===== config.mk =====
export PLATFORM = sky130hd
export DESIGN_NAME = gyro_sharp_turn_gesture_counter_core_flat
export DESIGN_NICKNAME = d
export VERILOG_FILES = /design/src/design/gstgc_pkg.sv /design/src/design/gstgc_if.sv /design/src/design/gyro_sharp_turn_gesture_counter_core.sv /design/src/design/gstgc_cfg.sv /design/src/design/gstgc_step.sv /design/src/flat_wrapper.sv
export SDC_FILE = /design/constraint.sdc
export NUM_CORES = 2
export LEC_CHECK = 0
export ABC_AREA = 1
export BUFFER_PORTS_ARGS = -buffer_cell sky130_fd_sc_hd__buf_2
export CAP_MARGIN = 40
export CORE_MARGIN = 3
export CORE_UTILIZATION = 24
export DETAILED_ROUTE_END_ITERATION = 7
export GPL_ROUTABILITY_DRIVEN = 0
export PLACE_DENSITY = 0.39
export SLEW_MARGIN = 5
export SYNTH_ARGS = -nofsm -noshare
export SYNTH_HDL_FRONTEND = slang
export SYNTH_SLANG_ARGS = --single-unit

===== constraint.sdc =====
create_clock -name clk -period 11.8 [get_ports clk]
set_input_delay 3.54 -clock clk [delete_from_list [all_inputs] [get_ports clk]]
set_output_delay 3.54 -clock clk [all_outputs]
set_load 0.05 [all_outputs]

===== src/design/gstgc_pkg.sv =====
// Package: widths, types, register indexes and helper functions of the turn gesture counter.
package gstgc_pkg;

  localparam int INDEX_BITS = 16;
  localparam int COUNT_BITS = 16;
  localparam int RATE_BITS  = 19;
  localparam int THR_BITS   = 20;
  localparam int GAP_BITS   = 16;
  localparam int TURN_BITS  = 16;

  localparam int CFG_ADDR_W = 4;
  localparam int CFG_DATA_W = (THR_BITS > GAP_BITS) ? THR_BITS : GAP_BITS;

  localparam int SQ_W   = 2 * (RATE_BITS + 1);
  localparam int D2_W   = SQ_W + 2;
  localparam int T1_W   = THR_BITS + 1;
  localparam int TSQ_W  = 2 * T1_W;
  localparam int CMPD_W = (D2_W > TSQ_W) ? D2_W : TSQ_W;
  localparam int STEP_W = INDEX_BITS + 1;
  localparam int SUM_W  = ((COUNT_BITS > STEP_W) ? COUNT_BITS : STEP_W) + 1;
  localparam int EXIT_W = (COUNT_BITS > GAP_BITS) ? COUNT_BITS : GAP_BITS;

  localparam int THR_RESET = 1000;
  localparam int GAP_RESET = 10;

  typedef logic        [INDEX_BITS-1:0] index_t;
  typedef logic signed [RATE_BITS-1:0]  rate_t;
  typedef logic        [COUNT_BITS-1:0] count_t;
  typedef logic        [GAP_BITS-1:0]   gap_t;
  typedef logic        [TURN_BITS-1:0]  turn_t;
  typedef logic        [TSQ_W-1:0]      tsq_t;
  typedef logic        [SQ_W-1:0]       sq_t;
  typedef logic        [STEP_W-1:0]     step_t;
  typedef logic        [CFG_ADDR_W-1:0] cfg_addr_t;
  typedef logic        [CFG_DATA_W-1:0] cfg_data_t;

  localparam tsq_t THR_SQ_RESET = tsq_t'((THR_RESET + 1) * (THR_RESET + 1));
  localparam gap_t EXIT_RESET   = gap_t'(GAP_RESET);
  localparam count_t COUNT_MAX  = '1;

  typedef enum logic [CFG_ADDR_W-1:0] {
    REG_ANGULAR_THRESHOLD = 4'd0,
    REG_EXIT_GAP          = 4'd1
  } cfg_reg_t;

  typedef struct packed {
    index_t sample_index;
    rate_t  angular_x;
    rate_t  angular_y;
    rate_t  angular_z;
  } in_item_t;

  typedef struct packed {
    logic  tracking_ended;
    turn_t turn_count;
    logic  sharp_step;
    logic  sample_lost;
  } result_t;

  typedef struct packed {
    index_t ref_index;
    rate_t  ref_x;
    rate_t  ref_y;
    rate_t  ref_z;
    logic   is_tracking;
    count_t stable_ticks;
    count_t turns_seen;
  } state_t;

  typedef struct packed {
    tsq_t thr_sq;
    gap_t exit_gap;
  } cfg_t;

  // Square of the difference of two rates, exact.
  function automatic sq_t sq_diff(rate_t a, rate_t b);
    logic signed [RATE_BITS:0] d;
    logic        [RATE_BITS:0] m;
    d = $signed({a[RATE_BITS-1], a}) - $signed({b[RATE_BITS-1], b});
    m = d[RATE_BITS] ? unsigned'(-d) : unsigned'(d);
    return sq_t'(m) * sq_t'(m);
  endfunction

  // Saturating counter add.
  function automatic count_t sat_add(count_t a, step_t b);
    logic [SUM_W-1:0] s;
    s = SUM_W'(a) + SUM_W'(b);
    return (s > SUM_W'(COUNT_MAX)) ? COUNT_MAX : COUNT_BITS'(s);
  endfunction

endpackage


===== src/design/gstgc_if.sv =====
// Channel interfaces: sample request in, result request out.
interface gstgc_in_if import gstgc_pkg::*; ();
  logic   valid;
  logic   ready;
  index_t sample_index;
  rate_t  angular_x;
  rate_t  angular_y;
  rate_t  angular_z;

  modport source (output valid, sample_index, angular_x, angular_y, angular_z, input ready);
  modport sink   (input valid, sample_index, angular_x, angular_y, angular_z, output ready);
endinterface

interface gstgc_out_if import gstgc_pkg::*; ();
  logic  valid;
  logic  ready;
  logic  tracking_ended;
  turn_t turn_count;
  logic  sharp_step;
  logic  sample_lost;

  modport source (output valid, tracking_ended, turn_count, sharp_step, sample_lost,
                  input ready);
  modport sink   (input valid, tracking_ended, turn_count, sharp_step, sample_lost,
                  output ready);
endinterface


===== src/design/gyro_sharp_turn_gesture_counter_core.sv =====
// Top level of the gyro sharp-turn gesture counter.
//
// Use:
//   in_chan  : one numbered gyro sample per request (index, X/Y/Z rates).
//   out_chan : exactly one result request per sample, in sample order.
//   cfg_*    : write port; index 0 = angular threshold, 1 = exit gap.
//              Write only while no sample is in flight.
// Path: a sample taken from in_chan is registered in stage 1 (s1_r),
//   processed by gstgc_step and registered in the result register, which drives out_chan.
// Throughput: one sample per cycle while out_chan is ready. The limit is the
//   combinational state loop: three 20x20 squares, their sum and the compare
//   against the stored (threshold+1)^2 decide the reference and counters
//   used by the following sample.
// Reset (rst_n low, synchronous): both channels empty, reference sample
//   and counters cleared, registers back to threshold 1000, exit gap 10.
// Stall: out_chan holds its request while ready is low. The input stage
//   still takes one more sample, then in_chan.ready drops until the
//   result register drains.
module gyro_sharp_turn_gesture_counter_core import gstgc_pkg::*; (
  input  logic              clk,
  input  logic              rst_n,
  gstgc_in_if.sink          in_chan,
  gstgc_out_if.source       out_chan,
  input  logic              cfg_we,
  input  cfg_addr_t         cfg_index,
  input  cfg_data_t         cfg_data
);

  cfg_t     cfg;
  in_item_t s1_r, s1_nxt;
  logic     s1_v_r, s1_v_nxt;
  state_t   state_r, state_nxt, step_state;
  result_t  res_r, res_nxt, step_res;
  logic     out_v_r, out_v_nxt;
  logic     in_acc;
  logic     adv;

  gstgc_cfg u_cfg (
    .clk  (clk),
    .rst_n(rst_n),
    .we   (cfg_we),
    .addr (cfg_index),
    .data (cfg_data),
    .cfg  (cfg)
  );

  gstgc_step u_step (
    .item  (s1_r),
    .st    (state_r),
    .cfg   (cfg),
    .st_nxt(step_state),
    .res   (step_res)
  );

  // Stage 1 moves into the result register when that register is free or draining.
  assign adv           = s1_v_r && (!out_v_r || out_chan.ready);
  assign in_chan.ready = !s1_v_r || adv;
  assign in_acc        = in_chan.valid && in_chan.ready;

  always_comb begin
    s1_nxt              = s1_r;
    s1_v_nxt            = s1_v_r;
    state_nxt           = state_r;
    res_nxt             = res_r;
    out_v_nxt           = out_v_r;

    if (out_chan.ready) out_v_nxt = 1'b0;
    if (adv) begin
      state_nxt = step_state;   // state commits only when the result is registered
      res_nxt   = step_res;
      out_v_nxt = 1'b1;
      s1_v_nxt  = 1'b0;
    end
    if (in_acc) begin
      s1_nxt.sample_index = in_chan.sample_index;
      s1_nxt.angular_x    = in_chan.angular_x;
      s1_nxt.angular_y    = in_chan.angular_y;
      s1_nxt.angular_z    = in_chan.angular_z;
      s1_v_nxt            = 1'b1;
    end
  end

  // Control and state
  always_ff @(posedge clk) begin
    if (!rst_n) begin
      s1_v_r  <= 1'b0;
      out_v_r <= 1'b0;
      state_r <= '0;
    end else begin
      s1_v_r  <= s1_v_nxt;
      out_v_r <= out_v_nxt;
      state_r <= state_nxt;
    end
  end

  // Payload registers
  always_ff @(posedge clk) begin
    s1_r  <= s1_nxt;
    res_r <= res_nxt;
  end

  assign out_chan.valid          = out_v_r;
  assign out_chan.tracking_ended = res_r.tracking_ended;
  assign out_chan.turn_count     = res_r.turn_count;
  assign out_chan.sharp_step     = res_r.sharp_step;
  assign out_chan.sample_lost    = res_r.sample_lost;

endmodule


===== src/design/gstgc_cfg.sv =====
// Configuration registers; the threshold is kept as (threshold + 1)^2.
module gstgc_cfg import gstgc_pkg::*; (
  input  logic      clk,
  input  logic      rst_n,
  input  logic      we,
  input  cfg_addr_t addr,
  input  cfg_data_t data,
  output cfg_t      cfg
);

  tsq_t             thr_sq_r, thr_sq_nxt;
  gap_t             exit_gap_r, exit_gap_nxt;
  logic [T1_W-1:0]  t1;

  always_comb begin
    t1           = T1_W'(data[THR_BITS-1:0]) + 1'b1;
    thr_sq_nxt   = thr_sq_r;
    exit_gap_nxt = exit_gap_r;
    if (we) begin
      unique case (addr)
        REG_ANGULAR_THRESHOLD: thr_sq_nxt   = tsq_t'(t1) * tsq_t'(t1);
        REG_EXIT_GAP:          exit_gap_nxt = data[GAP_BITS-1:0];
        default: ;
      endcase
    end
  end

  always_ff @(posedge clk) begin
    if (!rst_n) begin
      thr_sq_r   <= THR_SQ_RESET;
      exit_gap_r <= EXIT_RESET;
    end else begin
      thr_sq_r   <= thr_sq_nxt;
      exit_gap_r <= exit_gap_nxt;
    end
  end

  assign cfg.thr_sq   = thr_sq_r;
  assign cfg.exit_gap = exit_gap_r;

endmodule


===== src/design/gstgc_step.sv =====
// One sample step: continuity check, distance test, counters and end of movement.
module gstgc_step import gstgc_pkg::*; (
  input  in_item_t item,
  input  state_t   st,
  input  cfg_t     cfg,
  output state_t   st_nxt,
  output result_t  res
);

  index_t            gap_raw;
  step_t             gap;
  logic              cont;
  logic [D2_W-1:0]   d2;
  logic              sharp;
  state_t            mid;

  always_comb begin
    gap_raw = item.sample_index - st.ref_index;
    gap     = {gap_raw == '0, gap_raw};  // equal index means a full wrap
    cont    = (item.sample_index == index_t'(st.ref_index + 1'b1));
    d2      = D2_W'(sq_diff(item.angular_x, st.ref_x))
            + D2_W'(sq_diff(item.angular_y, st.ref_y))
            + D2_W'(sq_diff(item.angular_z, st.ref_z));
    sharp   = cont && (CMPD_W'(d2) >= CMPD_W'(cfg.thr_sq));

    mid = st;
    if (!cont) begin
      mid.ref_index = item.sample_index;
      mid.ref_x     = item.angular_x;
      mid.ref_y     = item.angular_y;
      mid.ref_z     = item.angular_z;
      if (st.is_tracking) mid.stable_ticks = sat_add(st.stable_ticks, gap);
    end else if (sharp) begin
      if (st.is_tracking) begin
        mid.turns_seen = sat_add(st.turns_seen, step_t'(1));
      end else begin
        mid.is_tracking = 1'b1;
        mid.turns_seen  = '0;
      end
      mid.stable_ticks = '0;
    end else begin
      if (st.is_tracking) mid.stable_ticks = sat_add(st.stable_ticks, step_t'(1));
      mid.ref_index = item.sample_index;
      mid.ref_x     = item.angular_x;
      mid.ref_y     = item.angular_y;
      mid.ref_z     = item.angular_z;
    end

    st_nxt             = mid;
    res.tracking_ended = 1'b0;
    res.turn_count     = '0;
    res.sharp_step     = sharp;
    res.sample_lost    = !cont;
    if (mid.is_tracking && (EXIT_W'(mid.stable_ticks) > EXIT_W'(cfg.exit_gap))) begin
      res.tracking_ended  = 1'b1;
      res.turn_count      = TURN_BITS'(mid.turns_seen);
      st_nxt.is_tracking  = 1'b0;
      st_nxt.stable_ticks = '0;
    end
  end

endmodule


===== src/flat_wrapper.sv =====
// flat-port wrapper written by rule: the top's interface ports become plain ports
module gyro_sharp_turn_gesture_counter_core_flat import gstgc_pkg::*;
  (clk, rst_n, cfg_we, cfg_index, cfg_data, in_chan_valid, in_chan_sample_index, in_chan_angular_x, in_chan_angular_y, in_chan_angular_z, in_chan_ready, out_chan_valid, out_chan_tracking_ended, out_chan_turn_count, out_chan_sharp_step, out_chan_sample_lost, out_chan_ready);
  gstgc_in_if in_chan_i ();
  gstgc_out_if out_chan_i ();
  input  logic clk;
  input  logic rst_n;
  input  logic cfg_we;
  input  cfg_addr_t cfg_index;
  input  cfg_data_t cfg_data;
  input wire logic [$bits(in_chan_i.valid)-1:0] in_chan_valid;
  input wire logic [$bits(in_chan_i.sample_index)-1:0] in_chan_sample_index;
  input wire logic [$bits(in_chan_i.angular_x)-1:0] in_chan_angular_x;
  input wire logic [$bits(in_chan_i.angular_y)-1:0] in_chan_angular_y;
  input wire logic [$bits(in_chan_i.angular_z)-1:0] in_chan_angular_z;
  output wire logic [$bits(in_chan_i.ready)-1:0] in_chan_ready;
  output wire logic [$bits(out_chan_i.valid)-1:0] out_chan_valid;
  output wire logic [$bits(out_chan_i.tracking_ended)-1:0] out_chan_tracking_ended;
  output wire logic [$bits(out_chan_i.turn_count)-1:0] out_chan_turn_count;
  output wire logic [$bits(out_chan_i.sharp_step)-1:0] out_chan_sharp_step;
  output wire logic [$bits(out_chan_i.sample_lost)-1:0] out_chan_sample_lost;
  input wire logic [$bits(out_chan_i.ready)-1:0] out_chan_ready;
  assign in_chan_i.valid = in_chan_valid;
  assign in_chan_i.sample_index = in_chan_sample_index;
  assign in_chan_i.angular_x = in_chan_angular_x;
  assign in_chan_i.angular_y = in_chan_angular_y;
  assign in_chan_i.angular_z = in_chan_angular_z;
  assign in_chan_ready = in_chan_i.ready;
  assign out_chan_valid = out_chan_i.valid;
  assign out_chan_tracking_ended = out_chan_i.tracking_ended;
  assign out_chan_turn_count = out_chan_i.turn_count;
  assign out_chan_sharp_step = out_chan_i.sharp_step;
  assign out_chan_sample_lost = out_chan_i.sample_lost;
  assign out_chan_i.ready = out_chan_ready;
  gyro_sharp_turn_gesture_counter_core u_core (.clk(clk), .rst_n(rst_n), .in_chan(in_chan_i), .out_chan(out_chan_i), .cfg_we(cfg_we), .cfg_index(cfg_index), .cfg_data(cfg_data));
endmodule

# == Yosys cells after proc, flatten, opt, wreduce, memory -nomap -nowiden ==
# Index checks and enable logic that the tools add are counted.
# Widths: inputs -> output; s select.
# word_totals
reg_bits,258
latch_bits,0
mem_bits_rw,0
mem_bits_ro,0
input_bits,102
out_inout_bits,21
n_memories,0
# classes
n_addsub,14
n_mul,4
div_mod_pow,0
magnitude_cmp,5
eq_ne,3
n_shift,0
mux,23
bitwise_logic,0
reduce_logical,16
# ops
cell,n
$mux 16,10
$mux 73,2
$mul 20x20->40,3
$mux 20,3
$neg 20->20,3
$sub 19x19->20,3
$add 41x40->42,1
$ge 42x42->1,1
$mul 21x21->42,1
$add 40x40->41,1
$add 16x1->17 const B,2
$gt 17x16->1 const B,2
$mux 17,2
$add 20x1->21 const B,1
$add 16x17->18,1
$gt 18x16->1 const B,1
$add 16x1->16 const B,1
$eq 16x16->1,1
$gt 16x16->1,1
$logic_not 16->1,1
$sub 16x16->16,1
$mux 1,6
$reduce_and 2->1,3
$eq 4x1->1 const B,1
other kinds (6),13

# == Logic depth before layout (Yosys ltp) ==
# depth
word_depth,13
depth_mapped,81
depth_no_buf,78

# == Modules after synthesis ==
# A second synthesis with hierarchy kept.
# hier_totals
cells_unflattened,8735
area_unflattened_um2,69066.2
# modules_own_cells
module,n_inst,cells_per_inst,area_each_um2
gstgc_step,1,5841,45438.6
gstgc_cfg,1,2094,16039.1
gyro_sharp_turn_gesture_counter_core,1,800,7588.5

# == Worst setup path before layout ==
# OpenSTA, ideal clock, no wires.
# synth_path
kind,flip-flop to flip-flop
from,register u_core.s1_r[38] in the netlist's numbering
to,register u_core.state_r[25] in the netlist's numbering
setup_time_ns,0.070
t_arrival_ns,12.260
t_required_ns,11.730
path_slack_ns,-0.530
stages_incl_launch_ff,72
path_buffers,3
synth_period_minus_slack_ns,12.330
path_cell_list,edfxtp_1 -> inv_1 -> ha_1 -> inv_1 -> fa_1 -> nand2_1 -> inv_1 -> nand2_1 -> nand2_1 -> nand2_1 -> nand2_1 -> a21oi_1 -> xor2_1 -> nand2_1 -> nor2_1 -> nand3_1 -> xor2_1 -> nand2_1 -> [... 36 more ...] -> clkbuf_1 -> o21ai_0 -> nor2_1 -> nand2_1 -> inv_1 -> ha_1 -> nand2_1 -> inv_1 -> a221oi_1 -> nor2_1 -> o21ai_0 -> a21oi_1 -> nand2_2 -> inv_2 -> nor2_4 -> buf_2 -> nand3_1 -> a21oi_1
# synth_via
elab_chain_len,13
# synth_rtl
item,line_no,rtl
"start, declared",gyro_sharp_turn_gesture_counter_core.sv:30,"in_item_t s1_r, s1_nxt;"
"start signal, assigned",gyro_sharp_turn_gesture_counter_core.sv:98,s1_r <= s1_nxt;
$sub 19x19->20 *,gstgc_pkg.sv:79,"d = $signed({a[RATE_BITS-1], a}) - $signed({b[RATE_BITS-1], b});"
$neg 20->20,gstgc_pkg.sv:80,m = d[RATE_BITS] ? unsigned'(-d) : unsigned'(d);
$mux 20 *,gstgc_pkg.sv:80,
$mul 20x20->40 *,gstgc_pkg.sv:81,return sq_t'(m) * sq_t'(m);
$add 40x40->41 *,gstgc_step.sv:22,"+ D2_W'(sq_diff(item.angular_y, st.ref_y))"
$add 41x40->42 *,gstgc_step.sv:23,"+ D2_W'(sq_diff(item.angular_z, st.ref_z));"
$ge 42x42->1 *,gstgc_step.sv:24,sharp = cont && (CMPD_W'(d2) >= CMPD_W'(cfg.thr_sq));
$logic_and 1x1->1 *,gstgc_step.sv:24,
$mux 16,gstgc_step.sv:33,end else if (sharp) begin
$mux 16,gstgc_step.sv:27,if (!cont) begin
$gt 16x16->1,gstgc_step.sv:54,if (mid.is_tracking && (EXIT_W'(mid.stable_ticks) > EXIT_W'(cfg.exit_gap))) begin
$logic_and 1x1->1,gstgc_step.sv:54,
$mux 17 *,gstgc_step.sv:54,
"end signal, assigned",gyro_sharp_turn_gesture_counter_core.sv:92,state_r <= state_nxt;
"end, declared",gyro_sharp_turn_gesture_counter_core.sv:32,"state_t state_r, state_nxt, step_state;"
# Mark *: on every way between the ends. The rest lies on a longest branch, timed or not.
# A chain may end at the register's enable or synchronous reset.

# == Worst setup path after layout ==
# layout_path
from,register u_core.s1_r[24] in the netlist's numbering
to,register u_core.state_r[18] in the netlist's numbering
# The elaborated chain is that of the path after synthesis.

==> summary.txt <==
syn_area_per_cell: 8.22 µm²
Worst setup EP type: flip-flop
GR Overflow Total: 0
WHS: 0.462 ns
Die X: 531 µm
Worst Setup Start Kind: flip-flop
vias in the first global route: 59,000
first-pass GRT wire length: 342 mm
setup ws final: -1.29 ns
outcome: finished, violations left
Max H-tree Level: 2
Fin. Hold Viols: 0
share of the synthesized area in the top cell type: 40.1%
Worst Max-Slew Pin Slew: 0.864 ns
layout cell share with drive strength beyond 1: 19.7%
FFs w/ async S/R, synth: 0%
Clk Latency, worst-skew pair: 0.61 ns
fmax: 76.4 MHz
Netlist cell types: 67
Synth Register Bits: 257
clk slew on worst S/H paths: 0.07 ns
ANT nets after route: 0
Setup CP Type: reg2reg
clk root buf: clkbuf_16
total track usage: 15.6%
ys flop type: dfxtp_1
Setup Total Neg Slack: -93.48 ns
DR pass1 iterations: 5
unrepaired setup endpoints after global routing: yes
required time worst endpoint: 12.33 ns
# fillers: 29,600
# clock sinks: 257
nets: 11,400
Worst path max stage delay: 0.57 ns
endpoints failing setup: 123
IO Pins: 123
Critical Path AT: 13.63 ns
Max clock buf depth: 3
largest fanout on the critical path: 10
Core Box Area: 0.274 mm²
clock period minus worst slack: 13.09 ns
CTS buffer count: 34
Critical Path Most Common Cell: nand2_2
vias: 54,700
cells after synthesis: 8,059
sequential fraction of the synthesis area: 9.16%
pin count of the biggest net entering global routing: 71
period utilisation layout: 111%
DR iter-0 viols: 2,863
mapped cell area: 0.0662 mm²
Synth area leader: fa_1
synth top area cells: fa_1, inv_1, ha_1
most frequent cell after synthesis: inv_1
Slew headroom: 42.3%
Worst Skew: 0.0448 ns
slowest CP cell: fa_1
drt drc: 0
Max Cap Viol: 0
Initial Util: 24.2%
row count: 192
Vias per Instance: 4.19
Post-synth top cells: inv_1, fa_1, nand2_1, nor2_1, ha_1
final core occ: 30.5%
die height: 531 µm
failing checks: negative setup slack
WL final: 217 mm
initial antenna violation count: 3
port bufs: 122
HP Class: reg2reg
final max-slew violation count: 0
clock tree from TritonCTS: done
Post-DP HPWL: 193 mm
Avg WL per Cell: 16.6 µm
area of the die: 0.282 mm²
number of enable flip-flop cells after synthesis: 92
Synth warnings: 0
CTS Hold Bufs: 0
Area Growth Syn to Fin: 26.4%
[worst paths after layout]
kind | startpoint | endpoint | slack [ns] | depth (start not counted)
setup / recovery | u_core.s1_r[24]$_DFFE_PP_ | u_core.state_r[18]$_SDFFE_PN0P_ | -1.29 | 73
hold / removal | u_core.state_r[62]$_SDFFE_PN0P_ | u_core.state_r[62]$_SDFFE_PN0P_ | 0.46 | 2
setup reg to reg | u_core.s1_r[24]$_DFFE_PP_ | u_core.state_r[18]$_SDFFE_PN0P_ | -1.29 | 73
hold reg to reg | u_core.state_r[62]$_SDFFE_PN0P_ | u_core.state_r[62]$_SDFFE_PN0P_ | 0.46 | 2
[through the flow]
stage	setup WS [ns]	std cells	cell area, µm²
final	-1.29	13100	83700
after global routing	-2.08	13100	83700
after CTS	-1.23	13100	83300
after detailed placement	-2.20	12900	80500
after global placement	-2.27	12900	80500
after floorplan	0.00193	8122	66700
[sequential cells by signal, indices dropped and copies added (netlist names)]
register and flops:
u_core.s1_v_r 1, u_core.out_chan.turn_count 16, u_core.out_chan.tracking_ended 1, u_core.s1_r 73, u_core.out_chan.valid 1, u_core.u_cfg.thr_sq_r 41
u_core.out_chan.sample_lost 1, u_core.u_cfg.exit_gap_r 16, u_core.out_chan.sharp_step 1, u_core.state_r 106
[cells by family (layout without fill, tap and decap cells)]
family | count (synthesis) | in the layout | synth area share, %
adder cells (fa/ha/maj) | 1968 | 1968 | 52.2
flip-flops | 257 | 257 | 9.16
AO/OA/AOI/OAI | 727 | 727 | 5.94
XOR/XNOR | 198 | 198 | 2.96
buffers and inverters | 2451 | 3705 | 14.2
AND/OR/NAND/NOR | 2456 | 2458 | 15.5
other | 2 | 66 | 0.0113
[area by class of cell]
class                      count  area [µm²]  area share, %
inverter                    2281        8610           10.3
clock buffer                  39         943           1.13
multi-input combinational   5416       52400           62.7
timing repair buffer        1363       10700           12.8
sequential                   257        6070           7.25
tap                         3686        4610           5.51
clock inverter                22         268          0.320
antenna                        1        2.50        0.00299
[critical path, delay by kind of cell (launching register included)]
family	cells	cell delay, ns
adder cells (fa/ha/maj)	13	5.78
AND/OR/NAND/NOR	31	3.24
buffers and inverters	21	2.28
AO/OA/AOI/OAI	6	0.79
XOR/XNOR	2	0.51
flip-flops	1	0.41
[cells in the final DEF (no fill, tap or decap), types with 17 or more instances in the layout]
cell type | netlist | final
a21oi_1 | 370 | 338
a21oi_2 | 3 | 34
buf_12 | 0 | 56
buf_2 | 61 | 121
buf_4 | 19 | 1171
clkbuf_16 | 0 | 37
conb_1 | 2 | 65
dfxtp_1 | 165 | 165
edfxtp_1 | 92 | 92
fa_1 | 1327 | 1275
fa_2 | 0 | 52
ha_1 | 641 | 605
ha_4 | 0 | 36
inv_1 | 2246 | 2215
inv_2 | 21 | 43
nand2_1 | 1112 | 1060
nand2_2 | 18 | 60
nand3_1 | 268 | 246
nand3_2 | 3 | 24
nand3b_1 | 17 | 17
nand4_1 | 88 | 88
nor2_1 | 811 | 774
nor2_2 | 19 | 51
nor3_1 | 59 | 53
o211ai_1 | 18 | 18
o21ai_0 | 233 | 216
o21ai_1 | 11 | 20
o21bai_1 | 17 | 17
xnor2_1 | 45 | 43
xor2_1 | 131 | 123
xor2_2 | 10 | 18
[timing repair]
item                                    CTS  global route
pin swaps                                83            83
setup buffers                            53            11
gates resized for setup                 259            86
gates cloned                              4             0
endpoints found under the setup margin  124           124
[routing by layer]
| layer | up-vias | wire length [µm] | track usage, % | share of wire, % |
|---|---|---|---|---|
| met1 | 27200 | 103000 | 22.3 | 47 |
| met4 | 2 | 2670 | 2.07 | 1.2 |
| met3 | 110 | 7820 | 1.21 | 3.6 |
| li1 | 26500 | - | - | - |
| met2 | 923 | 103000 | 26.4 | 48 |
| met5 | - | 9 | 0 | 0.0042 |
Power is not shown: default switching activity piles up to over one toggle a cycle in this logic, so the estimate is an artifact.
